[src/rtl/core/vector3_alu_macros.svh]
// Assertion macros shared by the vector ALU RTL.
`ifndef VECTOR3_ALU_MACROS_SVH
`define VECTOR3_ALU_MACROS_SVH

// Same-cycle implication, disabled while reset is asserted.
`define V3A_ASSERT(label, clk, rst_n, ante, cons, msg) \
    label: assert property (@(posedge clk) disable iff (!rst_n) (ante) |-> (cons)) \
        else $error(msg);

// Next-cycle implication, disabled while reset is asserted.
`define V3A_ASSERT_NEXT(label, clk, rst_n, ante, cons, msg) \
    label: assert property (@(posedge clk) disable iff (!rst_n) (ante) |=> (cons)) \
        else $error(msg);

`endif

[src/rtl/core/v3a_pkg.sv]
// Package with the types, constants and saturation helpers of the vector ALU.
package v3a_pkg;

    localparam int DATA_W    = 32;
    localparam int FRAC_BITS = 16;
    localparam int WORD_BITS = 32;
    localparam int FN_W      = 3;
    localparam int PROD_W    = 2 * DATA_W;
    localparam int DOT_W     = PROD_W + 2;
    localparam int SQ_W      = PROD_W;
    localparam int SQ_STEPS  = SQ_W / 2;
    localparam int ROOT_W    = SQ_W / 2;
    localparam int DIV_Q     = FRAC_BITS + 3;
    localparam int NN_W      = DATA_W + FRAC_BITS + 1;
    localparam int CN_W      = PROD_W + FRAC_BITS + 1;
    localparam int MAG_W     = PROD_W + 2;

    typedef enum logic [FN_W-1:0] {
        FN_SUB   = 3'd0,
        FN_SCALE = 3'd1,
        FN_LEN   = 3'd2,
        FN_NORM  = 3'd3,
        FN_DOT   = 3'd4,
        FN_COS   = 3'd5
    } t_func;

    typedef struct packed {
        logic [FN_W-1:0]          func;
        logic [2:0][DATA_W-1:0]   a;
        logic [2:0][DATA_W-1:0]   b;
        logic [DATA_W-1:0]        s;
    } t_in;

    typedef struct packed {
        logic [FN_W-1:0]          func;
        logic [2:0]               a_neg;
        logic [2:0][DATA_W-1:0]   a_mag;
        logic                     s_neg;
        logic [2:0][DATA_W:0]     diff;
        logic [2:0][PROD_W-1:0]   sq_a;
        logic [2:0][PROD_W-1:0]   sq_b;
        logic [2:0][PROD_W-1:0]   ab_mag;
        logic [2:0]               ab_neg;
        logic [2:0][PROD_W-1:0]   as_mag;
    } t_prod;

    typedef struct packed {
        logic [FN_W-1:0]          func;
        logic [2:0]               a_neg;
        logic [2:0][DATA_W-1:0]   a_mag;
        logic [DOT_W-1:0]         dot_raw;
        logic                     dot_neg;
        logic [PROD_W-1:0]        dot_mag;
        logic [2:0][DATA_W-1:0]   pre_v;
        logic [DATA_W-1:0]        pre_s;
        logic                     pre_sat;
        logic [ROOT_W-1:0]        la;
        logic [ROOT_W-1:0]        lb;
    } t_side;

    typedef struct packed {
        logic [2:0][DATA_W-1:0]   v;
        logic [DATA_W-1:0]        s;
        logic                     err;
        logic                     sat;
    } t_res;

    typedef struct packed {
        logic                     flag;
        logic [DATA_W-1:0]        val;
    } t_sat;

    function automatic t_sat sat_out(input logic neg, input logic [MAG_W-1:0] mag);
        logic [MAG_W-1:0] lim;
        logic [MAG_W-1:0] m;
        logic [MAG_W-1:0] v;
        t_sat             st;
        lim = MAG_W'(1) << (WORD_BITS - 1);
        if (!neg) begin
            lim = lim - MAG_W'(1);
        end
        st.flag = (mag > lim);
        m = st.flag ? lim : mag;
        v = neg ? (~m + MAG_W'(1)) : m;
        st.val = v[DATA_W-1:0];
        return st;
    endfunction

    function automatic logic [MAG_W-1:0] round_frac(input logic [MAG_W-1:0] mag);
        logic [MAG_W:0] t;
        t = {1'b0, mag} + ((MAG_W + 1)'(1) << (FRAC_BITS - 1));
        return MAG_W'(t >> FRAC_BITS);
    endfunction

endpackage

[src/rtl/core/v3a_div.sv]
// Pipelined restoring divider, one quotient bit per stage.
module v3a_div #(
    parameter int NUM_W = 49,
    parameter int DEN_W = 32,
    parameter int Q_W   = 19
) (
    input  logic             i_clk,
    input  logic             i_en,
    input  logic [NUM_W-1:0] i_num,
    input  logic [DEN_W-1:0] i_den,
    output logic [Q_W-1:0]   o_quo
);
    import v3a_pkg::*;

    typedef struct packed {
        logic [DEN_W-1:0] rem;
        logic [Q_W-1:0]   sh;
        logic [DEN_W-1:0] den;
    } t_dv;

    function automatic t_dv div_step(input t_dv p);
        logic [DEN_W:0] t;
        logic           ge;
        t_dv            n;
        t  = {p.rem, p.sh[Q_W-1]};
        ge = (t >= {1'b0, p.den});
        n.rem = ge ? DEN_W'(t - {1'b0, p.den}) : DEN_W'(t);
        n.sh  = {p.sh[Q_W-2:0], ge};
        n.den = p.den;
        return n;
    endfunction

    t_dv r_st [Q_W];
    t_dv n_st [Q_W];
    t_dv first;

    always_comb begin
        first.rem = DEN_W'(i_num >> Q_W);
        first.sh  = i_num[Q_W-1:0];
        first.den = i_den;
        n_st[0] = div_step(first);
        for (int j = 1; j < Q_W; j++) begin
            n_st[j] = div_step(r_st[j-1]);
        end
    end

    always_ff @(posedge i_clk) begin
        if (i_en) begin
            for (int j = 0; j < Q_W; j++) begin
                r_st[j] <= n_st[j];
            end
        end
    end

    assign o_quo = r_st[Q_W-1].sh;

endmodule

[config.mk]
export PLATFORM = sky130hd
export DESIGN_NAME = v3a_div
export DESIGN_NICKNAME = d
export VERILOG_FILES = /design/src/rtl/core/vector3_alu_macros.svh /design/src/rtl/core/v3a_pkg.sv /design/src/rtl/core/v3a_div.sv
export SDC_FILE = /design/constraint.sdc
export NUM_CORES = 2
export LEC_CHECK = 0
export ABC_CLOCK_PERIOD_IN_PS = 4320
export BUFFER_PORTS_ARGS = -buffer_cell sky130_fd_sc_hd__buf_2
export CAP_MARGIN = 20
export CELL_PAD_IN_SITES_DETAIL_PLACEMENT = 1
export CELL_PAD_IN_SITES_GLOBAL_PLACEMENT = 1
export CORE_ASPECT_RATIO = 1.25
export CORE_MARGIN = 2
export CORE_UTILIZATION = 50
export DETAILED_ROUTE_END_ITERATION = 12
export GPL_TIMING_DRIVEN = 1
export PLACE_DENSITY_LB_ADDON = 0.1
export SLEW_MARGIN = 30
export SYNTH_ARGS = -nofsm -noshare
export SYNTH_HDL_FRONTEND = slang
export SYNTH_SLANG_ARGS = --single-unit
[constraint.sdc]
create_clock -name i_clk -period 4.32 [get_ports i_clk]
set_input_delay 0.432 -clock i_clk [delete_from_list [all_inputs] [get_ports i_clk]]
set_output_delay 0.432 -clock i_clk [all_outputs]
set_load 0.02 [all_outputs]
==> flow_summary.yaml <==
outcome:
  status: "finished, violations left"
  violations: "setup timing"
critical_path:
  crit_arrival_ps: 4920
  crit_chain: "inv_1 -> ha_1 -> nor2b_1 -> o31a_1 -> o21ai_0 -> o211ai_1 -> a31oi_1 -> a21oi_1 -> a31oi_1 -> a21oi_1 -> a221oi_1 -> xnor2_1 -> mux2_2"
  crit_fanout: 5
  crit_path_end_kind: "flop"
  reg2reg_slack_ps: -30
  startpoint_type: "flop"
  r2r_start: "r_st[3][2]"
  critPathKind: "flop to flop"
  reg2reg_depth: 13
  slowest_delay_ps: 510
  cp.required_ps: 4890
  cp_slowest_cell: "a221oi_1"
  regToRegEndpoint: "r_st[4][81]"
timing:
  final.min_clock_period_ps: 4350
  post-route-period-util_pct: 101
  setup_ws_ps: -32.1
  hold_violations: 0
  slew_violations: 0
  fin_hold_ws_ps: 134
  fin_skew_ps: 26.3
  worst_slew_pin_slew_ps: 969
  relSlewSlack_pct: 34.8
  fmax_mhz: 230
  finalSetupViolations: 1
die:
  die_w_um: 370
  die-area_um2: 171000
  core_area_um2: 166000
  io_pins: 102
  rows: 167
  die_y_um: 462
  initial_core_util_pct: 50.4
layout:
  syn_to_final_growth_pct: 14.0
  fillers: 16953
  drive_above_1_share_pct: 13.7
  fin_nets: 8352
  final_common_cell: "edfxtp_1"
  regMostFlops: "r_st"
  final_cell_mix: "edfxtp_1 (1513), inv_1 (736), ha_1 (607), a21oi_1 (556), nand2_1 (443)"
  largest_register_ff_count: 1513
  final_cell_area_um2: 95500
  top_regs: "r_st x1513"
  stdcell_count: 9977
  multiInputGateArea_um2: 34900
  seqCellArea_um2: 45400
  post-route-util_pct: 57.5
min_path:
  min-delay-start: "i_en"
  worstHoldPathCells: 1
  min_to: "r_st[4][35]"
  hp-class: "input port to flop"
cts:
  cts_sinks: 1513
  cts_max_path_buffers: 3
  htreeDepth: 4
  cts_tree: "done"
  insertion_delay_ps: 830
  root_buffer: "clkbuf_16"
  cts_buffers: 159
  clk_pin_slew_ps: 60
pwr:
  seqPwrFrac_pct: 32.4
  power_switching_share_pct: 37.9
  power_switching_mw: 27.8
  powerDensity_nw_per_um2: 768
  max-vdd-ir-drop_v: 0.000498
  intPower_mw: 45.6
  p_leak_nw: 39.3
  pwr-share-comb_pct: 48.3
  clockPowerShare_pct: 19.3
logic_synthesis:
  synthFlopType: "edfxtp_1"
  avgSynthCellArea_um2: 11.7
  netlist_area_um2: 83700
  ys_warn_count: 0
  synth_edf_count: 1513
  synthCells: 7132
  async_flop_share_pct: 0
  synth_nets: 7840
  synth-seq-cells: 1513
  yosysSeqAreaShare_pct: 54.3
  synth.distinct_cells: 97
detailed_routing:
  drc: 0
  drtPass1Iterations: 8
  finalWirelength_um: 238000
  ant_nets: 0
  wl_per_cell_um: 23.9
  viasPerCell: 5.73
  drt-initial-drc-count: 1924
  num_vias: 57199
global_routing:
  grt_pass1_vias: 64153
  grt_overflow: 0
  grt_pass1_wl_um: 358000
  grt_usage_pct: 27.9
  grt_antenna_before_repair: 4
  grt_max_degree: 122
run:
  maxCapViolCount: 0
placed_design:
  placed_cells: 9598
  gp_congestion: 0.950
  portBuffers: 101
  dp_hpwl_um: 190000
  dpl_cell_area_um2: 89300
-- through the flow --
stage / worst slack, ps / setup TNS, ps / power, mW
2_1_floorplan: 835 / 0 / 47.0
3_3_place_gp: 2.95 / 0 / 57.8
3_5_place_dp: -3.18 / -3.18 / 59.1
4_1_cts: 2.59 / 0 / 73.7
5_1_grt: -9.90 / -26.6 / 77.5
6_report: -32.1 / -32.1 / 73.4
-- cells by family (layout without fill, tap and decap cells) --
logic type	after synthesis	in the layout	synth area share [%]
simple gates	1466	1466	8.39
xor+xnor	485	485	5.07
other cells	0	9	0
flops	1513	1513	54.3
buf+inv	898	1537	4.23
mux	369	369	4.97
fa+ha+maj	625	625	9.50
compound gates	1776	1776	13.6
-- metal layers --
| layer | wire length (um) | part of all wire [%] | GRT usage, % |
|---|---|---|---|
| met5 | 13 | 0.0055 | 0 |
| met2 | 144000 | 61 | 60.7 |
| met3 | 4720 | 2.0 | 3.08 |
| met1 | 64700 | 27 | 19.3 |
| met4 | 24500 | 10 | 24.7 |
-- critical path: cells and delay by family, from the launching register on --
kind	cells	cell delay (ps)
AOI/OAI and AO/OA	8	2650
xor gates and xnor gates	1	140
adders and majority gates	1	360
buffers and inverters	1	70
DFF	1	390
muxes	1	290
and+or+nand+nor	1	180
-- worst max-delay path by stage --
stage                       startpoint           end  slack (ps)  cells past startpoint
after floorplan              i_num[18]   r_st[0][79]         830                     15
after CTS                 r_st[12][50]  r_st[13][81]           3                     17
after global routing        r_st[4][1]   r_st[5][54]         -10                     14
after detailed placement    r_st[8][1]   r_st[9][65]          -3                     15
final                       r_st[3][2]   r_st[4][81]         -30                     13
after global placement       i_num[18]   r_st[0][79]           3                     19
-- power by group through the flow --
| stage | combinational (mW) | clock, mW | sequential, mW |
|---|---|---|---|
| after CTS | 35.5 | 14.4 | 23.8 |
| after global routing | 38.6 | 14.9 | 24.0 |
| after global placement | 33.9 | 0 | 23.9 |
| after detailed placement | 35.1 | 0 | 24.0 |
| final | 35.5 | 14.1 | 23.8 |
| after floorplan | 24.2 | 0 | 22.8 |
-- cells in the mapped netlist, drive strengths merged, types with 49 or more instances --
cell / instances / area share [%]
nand2b: 71 / 0.53
clkbuf: 101 / 0.45
nand4: 101 / 0.75
a21o: 301 / 2.7
a21oi: 561 / 3.4
nand3: 112 / 0.67
mux2: 344 / 4.7
nand2: 443 / 2.0
nor2: 356 / 1.6
ha: 607 / 9.1
xor2: 186 / 1.9
o21a: 73 / 0.66
a211oi: 49 / 0.45
and3: 60 / 0.45
edfxtp: 1513 / 54
o21ai: 410 / 2.5
nor2b: 107 / 0.80
xnor2: 299 / 3.1
buf: 60 / 0.47
o21bai: 71 / 0.65
inv: 737 / 3.3
nor3: 87 / 0.52
-- area by class of cell --
cell class	count	area share [%]
Sequential cell	1513	47.6
Multi-Input combinational cell	4721	36.5
Timing Repair Buffer	512	4.49
Clock buffer	186	4.29
Inverter	737	2.90
Tap cell	2197	2.88
Clock inverter	102	1.29
Antenna cell	9	0.0236
-- timing repair --
action                     CTS  global route
setup buffers                0             1
resized for setup            1            12
pin swaps                    0             2
cloned                       0             0
hold endpoints to repair    81             0
hold buffers                81             0
setup endpoints to repair   20            91
(Power assumes the default switching activity.)
