## config.mk

```make
export PLATFORM = sky130hd
export DESIGN_NAME = v3a_sqrt
export DESIGN_NICKNAME = d
export VERILOG_FILES = /design/src/rtl/core/vector3_alu_macros.svh /design/src/rtl/core/v3a_pkg.sv /design/src/rtl/core/v3a_sqrt.sv
export SDC_FILE = /design/constraint.sdc
export NUM_CORES = 2
export LEC_CHECK = 0
export BUFFER_PORTS_ARGS = -buffer_cell sky130_fd_sc_hd__clkbuf_2
export CAP_MARGIN = 20
export CORE_MARGIN = 1
export CORE_UTILIZATION = 35
export DETAILED_ROUTE_END_ITERATION = 8
export PLACE_DENSITY = 0.48
export SLEW_MARGIN = 20
export SYNTH_ARGS = -nofsm -noshare
export SYNTH_HDL_FRONTEND = slang
export SYNTH_SLANG_ARGS = --single-unit
```

## constraint.sdc

```tcl
create_clock -name i_clk -period 12.2 [get_ports i_clk]
set_input_delay 2.44 -clock i_clk [delete_from_list [all_inputs] [get_ports i_clk]]
set_output_delay 2.44 -clock i_clk [all_outputs]
set_load 0.005 [all_outputs]
```

## src/rtl/core/vector3_alu_macros.svh

```systemverilog
// Assertion macros shared by the vector ALU RTL.
`ifndef VECTOR3_ALU_MACROS_SVH
`define VECTOR3_ALU_MACROS_SVH

// Same-cycle implication, disabled while reset is asserted.
`define V3A_ASSERT(label, clk, rst_n, ante, cons, msg) \
    label: assert property (@(posedge clk) disable iff (!rst_n) (ante) |-> (cons)) \
        else $error(msg);

// Next-cycle implication, disabled while reset is asserted.
`define V3A_ASSERT_NEXT(label, clk, rst_n, ante, cons, msg) \
    label: assert property (@(posedge clk) disable iff (!rst_n) (ante) |=> (cons)) \
        else $error(msg);

`endif

```

## src/rtl/core/v3a_pkg.sv

```systemverilog
// Package with the types, constants and saturation helpers of the vector ALU.
package v3a_pkg;

    localparam int DATA_W    = 32;
    localparam int FRAC_BITS = 16;
    localparam int WORD_BITS = 32;
    localparam int FN_W      = 3;
    localparam int PROD_W    = 2 * DATA_W;
    localparam int DOT_W     = PROD_W + 2;
    localparam int SQ_W      = PROD_W;
    localparam int SQ_STEPS  = SQ_W / 2;
    localparam int ROOT_W    = SQ_W / 2;
    localparam int DIV_Q     = FRAC_BITS + 3;
    localparam int NN_W      = DATA_W + FRAC_BITS + 1;
    localparam int CN_W      = PROD_W + FRAC_BITS + 1;
    localparam int MAG_W     = PROD_W + 2;

    typedef enum logic [FN_W-1:0] {
        FN_SUB   = 3'd0,
        FN_SCALE = 3'd1,
        FN_LEN   = 3'd2,
        FN_NORM  = 3'd3,
        FN_DOT   = 3'd4,
        FN_COS   = 3'd5
    } t_func;

    typedef struct packed {
        logic [FN_W-1:0]          func;
        logic [2:0][DATA_W-1:0]   a;
        logic [2:0][DATA_W-1:0]   b;
        logic [DATA_W-1:0]        s;
    } t_in;

    typedef struct packed {
        logic [FN_W-1:0]          func;
        logic [2:0]               a_neg;
        logic [2:0][DATA_W-1:0]   a_mag;
        logic                     s_neg;
        logic [2:0][DATA_W:0]     diff;
        logic [2:0][PROD_W-1:0]   sq_a;
        logic [2:0][PROD_W-1:0]   sq_b;
        logic [2:0][PROD_W-1:0]   ab_mag;
        logic [2:0]               ab_neg;
        logic [2:0][PROD_W-1:0]   as_mag;
    } t_prod;

    typedef struct packed {
        logic [FN_W-1:0]          func;
        logic [2:0]               a_neg;
        logic [2:0][DATA_W-1:0]   a_mag;
        logic [DOT_W-1:0]         dot_raw;
        logic                     dot_neg;
        logic [PROD_W-1:0]        dot_mag;
        logic [2:0][DATA_W-1:0]   pre_v;
        logic [DATA_W-1:0]        pre_s;
        logic                     pre_sat;
        logic [ROOT_W-1:0]        la;
        logic [ROOT_W-1:0]        lb;
    } t_side;

    typedef struct packed {
        logic [2:0][DATA_W-1:0]   v;
        logic [DATA_W-1:0]        s;
        logic                     err;
        logic                     sat;
    } t_res;

    typedef struct packed {
        logic                     flag;
        logic [DATA_W-1:0]        val;
    } t_sat;

    function automatic t_sat sat_out(input logic neg, input logic [MAG_W-1:0] mag);
        logic [MAG_W-1:0] lim;
        logic [MAG_W-1:0] m;
        logic [MAG_W-1:0] v;
        t_sat             st;
        lim = MAG_W'(1) << (WORD_BITS - 1);
        if (!neg) begin
            lim = lim - MAG_W'(1);
        end
        st.flag = (mag > lim);
        m = st.flag ? lim : mag;
        v = neg ? (~m + MAG_W'(1)) : m;
        st.val = v[DATA_W-1:0];
        return st;
    endfunction

    function automatic logic [MAG_W-1:0] round_frac(input logic [MAG_W-1:0] mag);
        logic [MAG_W:0] t;
        t = {1'b0, mag} + ((MAG_W + 1)'(1) << (FRAC_BITS - 1));
        return MAG_W'(t >> FRAC_BITS);
    endfunction

endpackage

```

## src/rtl/core/v3a_sqrt.sv

```systemverilog
// Pipelined digit-by-digit square root with round-to-nearest output.
module v3a_sqrt (
    input  logic                       i_clk,
    input  logic                       i_en,
    input  logic [v3a_pkg::SQ_W-1:0]   i_x,
    output logic [v3a_pkg::ROOT_W-1:0] o_root
);
    import v3a_pkg::*;

    typedef struct packed {
        logic [SQ_W-1:0] x;
        logic [SQ_W-1:0] r;
    } t_sq;

    function automatic t_sq sqrt_step(input t_sq p, input int unsigned k);
        logic [SQ_W-1:0] bitv;
        logic [SQ_W-1:0] trial;
        t_sq             n;
        bitv  = SQ_W'(1) << (SQ_W - 2 - 2 * k);
        trial = p.r + bitv;
        if (p.x >= trial) begin
            n.x = p.x - trial;
            n.r = (p.r >> 1) + bitv;
        end else begin
            n.x = p.x;
            n.r = p.r >> 1;
        end
        return n;
    endfunction

    t_sq r_st [SQ_STEPS];
    t_sq n_st [SQ_STEPS];
    t_sq first;

    always_comb begin
        first.x = i_x;
        first.r = '0;
        n_st[0] = sqrt_step(first, 0);
        for (int k = 1; k < SQ_STEPS; k++) begin
            n_st[k] = sqrt_step(r_st[k-1], k);
        end
    end

    always_ff @(posedge i_clk) begin
        if (i_en) begin
            for (int k = 0; k < SQ_STEPS; k++) begin
                r_st[k] <= n_st[k];
            end
        end
    end

    assign o_root = ROOT_W'(r_st[SQ_STEPS-1].r
                    + SQ_W'(r_st[SQ_STEPS-1].x > r_st[SQ_STEPS-1].r));

endmodule

```

==> impl_metrics.json <==
{
  "status": "finished clean",
  "routed_via_density": 5.23,
  "setup_violations": 0,
  "chipWidth_um": 599,
  "coreArea_um2": 354000,
  "grt_overflow_total": 0,
  "worst_slack_ns": 4.67,
  "tightest_slew_ns": 1.21,
  "insertion_delay_ns": 0.91,
  "power.internal_mw": 18.8,
  "cp-startpoint": "r_st[1][1948]$_DFFE_PP_",
  "fin_area_um2": 141000,
  "min_path_cells": 0,
  "placedCellCount": 14700,
  "fin_cells": 15200,
  "port-buffer-count": 97,
  "drv_cap": 0,
  "grtUsageMet1_pct": 25.0,
  "busiest_layer": "met2",
  "place_area_um2": 131000,
  "postCtsSetupRepairBufs": 0,
  "fin_util_pct": 39.8,
  "combPwrFrac_pct": 22.2,
  "firstDrtPassIters": 5,
  "grt_max_degree": 179,
  "wl_per_cell_um": 22.4,
  "hold_path_class": "flip-flop to flip-flop",
  "seqCellArea_um2": 77400,
  "cts_buffers": 299,
  "vias": 79600,
  "clkPwrFrac_pct": 32.1,
  "synth_edf_count": 2576,
  "ys_seq_area_share_pct": 62.0,
  "cellLeakagePower_nw": 52.4,
  "initialDrtViolationCount": 6534,
  "fin_nets": 10900,
  "synthFlopType": "edfxtp_1",
  "fin_crit_ns": 7.53,
  "htree_levels": 5,
  "clock_path_buffers": 4,
  "finalSetupTns_ns": 0,
  "nFillCells": 33200,
  "ios": 98,
  "cts_sinks": 2576,
  "peakVddDrop_v": 0.000116,
  "cp-endpoint": "o_root[28]",
  "antenna_found_initial": 20,
  "largest_reg_flops": 2576,
  "post-dp-hpwl_um": 259000,
  "fin_crit_sh_pct": 61.7,
  "clockRootBuffer": "clkbuf_16",
  "yosys.area.top_type": "edfxtp_1",
  "grt_pass1_vias": 78300,
  "grt_pass1_wl_um": 504000,
  "required_ns": 9.76,
  "reg2reg_from": "r_st[1][1420]$_DFFE_PP_",
  "routabilityCongestion": 0.908,
  "slew_headroom_pct": 18.8,
  "crit_fanout": 5,
  "arrival_ns": 5.09,
  "gr-usage-all-layers_pct": 18.5,
  "design.die.area_um2": 359000,
  "yosys_warnings": 0,
  "critPathKind": "flip-flop to output port",
  "post_cts_resized": 0,
  "p_seq_share_pct": 45.7,
  "netlist.area_leader.share_pct": 62.0,
  "tritoncts": "done",
  "finClkSkew_ns": 0.0722,
  "synthArstFlopShare_pct": 0,
  "final-hold-violation-count": 0,
  "r2r_cells": 13,
  "grt_util_met3_pct": 2.13,
  "power_density_nw_per_um2": 193,
  "grt_use_met2_pct": 31.5,
  "syn_area_um2": 125000,
  "drc": 0,
  "drt-total-wl_um": 341000,
  "rrSetupSlack_ns": 7.42,
  "multi_input_area_um2": 44100,
  "start_kind": "flip-flop",
  "die_h_um": 599,
  "reg2reg_to": "r_st[1][1638]$_DFFE_PP_",
  "rows": 218,
  "postCtsHoldBufs": 0,
  "synth_area_leaders": "edfxtp_1 62%, ha_1 6.0%, xnor2_1 4.1%, xor2_1 3.0%, a21oi_1 2.9%",
  "avgSynthCellArea_um2": 12.5,
  "top_register": "r_st",
  "cp-end-kind": "output port",
  "power_mw": 27.2,
  "rsz0062_at_grt": "no",
  "swShare_pct": 30.8,
  "clk_pin_slew_ns": 0.06,
  "post_synth_num_cell_types": 93,
  "syn-num-nets": 10600,
  "p_switching_mw": 8.36,
  "reg.largest.list": "r_st (2576)",
  "postRouteAntennaNets": 0,
  "initial_core_util_pct": 35.3,
  "area_growth_pct": 12.7,
  "drive_gt1_share_pct": 7.42,
  "whs_ns": 0.423,
  "drv_slew": 0,
  "ys_seq_elements": 2576,
  "timing.fmax_mhz": 133,
  "syn_inst": 9980,
  "pre_cts_ws_ns": 5.35
}
layout by cell type (no fill, tap or decap), types with 79 or more instances in the layout:
| master | synthesis | layout |
|---|---|---|
| nor2b_1 | 90 | 90 |
| mux2_2 | 109 | 109 |
| o21ai_0 | 371 | 370 |
| a21o_1 | 259 | 259 |
| nand4_1 | 186 | 186 |
| nand2_1 | 573 | 572 |
| nand2b_1 | 118 | 118 |
| clkbuf_16 | 0 | 304 |
| xnor2_1 | 577 | 577 |
| nor2_1 | 722 | 722 |
| clkbuf_2 | 0 | 96 |
| nor3_1 | 277 | 275 |
| nor4_1 | 337 | 334 |
| nand3_1 | 176 | 176 |
| edfxtp_1 | 2576 | 2576 |
| a21oi_1 | 717 | 717 |
| inv_1 | 723 | 723 |
| o21a_1 | 79 | 79 |
| xor2_1 | 421 | 421 |
| or3_1 | 98 | 98 |
| ha_1 | 594 | 594 |
worst min path at each step:
stage	from	to	slack, ns
after floorplan	r_st[0][1881]$_DFFE_PP_	r_st[0][2009]$_DFFE_PP_	0.42
after global placement	r_st[1][1305]$_DFFE_PP_	r_st[1][1432]$_DFFE_PP_	0.43
after detailed placement	r_st[1][1219]$_DFFE_PP_	r_st[1][1347]$_DFFE_PP_	0.43
after CTS	r_st[1][1566]$_DFFE_PP_	r_st[1][1693]$_DFFE_PP_	0.43
after global routing	r_st[1][1566]$_DFFE_PP_	r_st[1][1693]$_DFFE_PP_	0.44
final	r_st[1][1566]$_DFFE_PP_	r_st[1][1693]$_DFFE_PP_	0.42
final cells by class:
class                      count  area share (%)
multi-input combinational   6494            31.3
antenna                        4         0.00712
inverter                     726            1.94
tap                         4730            4.21
clock inverter               170            1.15
clock buffer                 361            5.56
timing repair buffer         157           0.796
sequential                  2576            55.0
routing by layer:
layer	part of all wire [%]	routed length, um
met5	0.016	55
met4	2.7	9110
met3	4.2	14400
met2	48	164000
met1	45	153000
logic make-up after synthesis:
family          synth area share [%]
compound gates                  9.04
xor+xnor                        7.01
fa+ha+maj                       5.96
buf+inv                         2.78
flops                           62.0
mux                             1.05
simple gates                    12.2
power groups by stage:
stage	clock network, mW	registers (mW)	logic [mW]
3_3_place_gp	0	12.6	5.95
5_1_grt	9.27	12.5	6.65
3_5_place_dp	0	12.6	5.97
4_1_cts	8.98	12.4	6.02
6_report	8.72	12.4	6.04
2_1_floorplan	0	12.0	4.29
cell usage after synthesis (all sizes together), types with 13 or more instances:
master / n
edfxtp: 2576
inv: 725
nor2: 722
a21oi: 717
ha: 594
xnor2: 577
nand2: 573
xor2: 421
o21ai: 375
nor4: 339
nor3: 278
a21o: 259
nand4: 186
nand3: 176
clkbuf: 149
nand2b: 118
mux2: 109
or3: 98
nor2b: 90
o21a: 79
or4: 71
and3: 52
o21bai: 48
nor4b: 46
or2: 44
a31oi: 43
and2: 35
buf: 35
o211ai: 34
o31ai: 30
a211oi: 29
nand3b: 25
nand4b: 25
a21boi: 20
nor3b: 20
o41ai: 20
a211o: 19
a2111oi: 15
and4: 15
o2111ai: 15
a31o: 14
o22ai: 13
critical path, stage by stage (launching register included):
cell	delay, ns
edfxtp_1	0.43
inv_1	0.07
ha_1	0.29
nand4_1	0.08
nor2_1	0.17
inv_1	0.06
nor4_1	0.68
o22ai_1	0.18
nand2_1	0.14
a211o_1	0.13
ha_1	0.20
ha_1	0.24
nand3_1	0.27
nor3_1	0.55
and3_1	0.30
nand2_1	0.08
xnor2_1	0.17
clkbuf_2	0.14
Note: power is estimated with default switching activity, not from simulation.
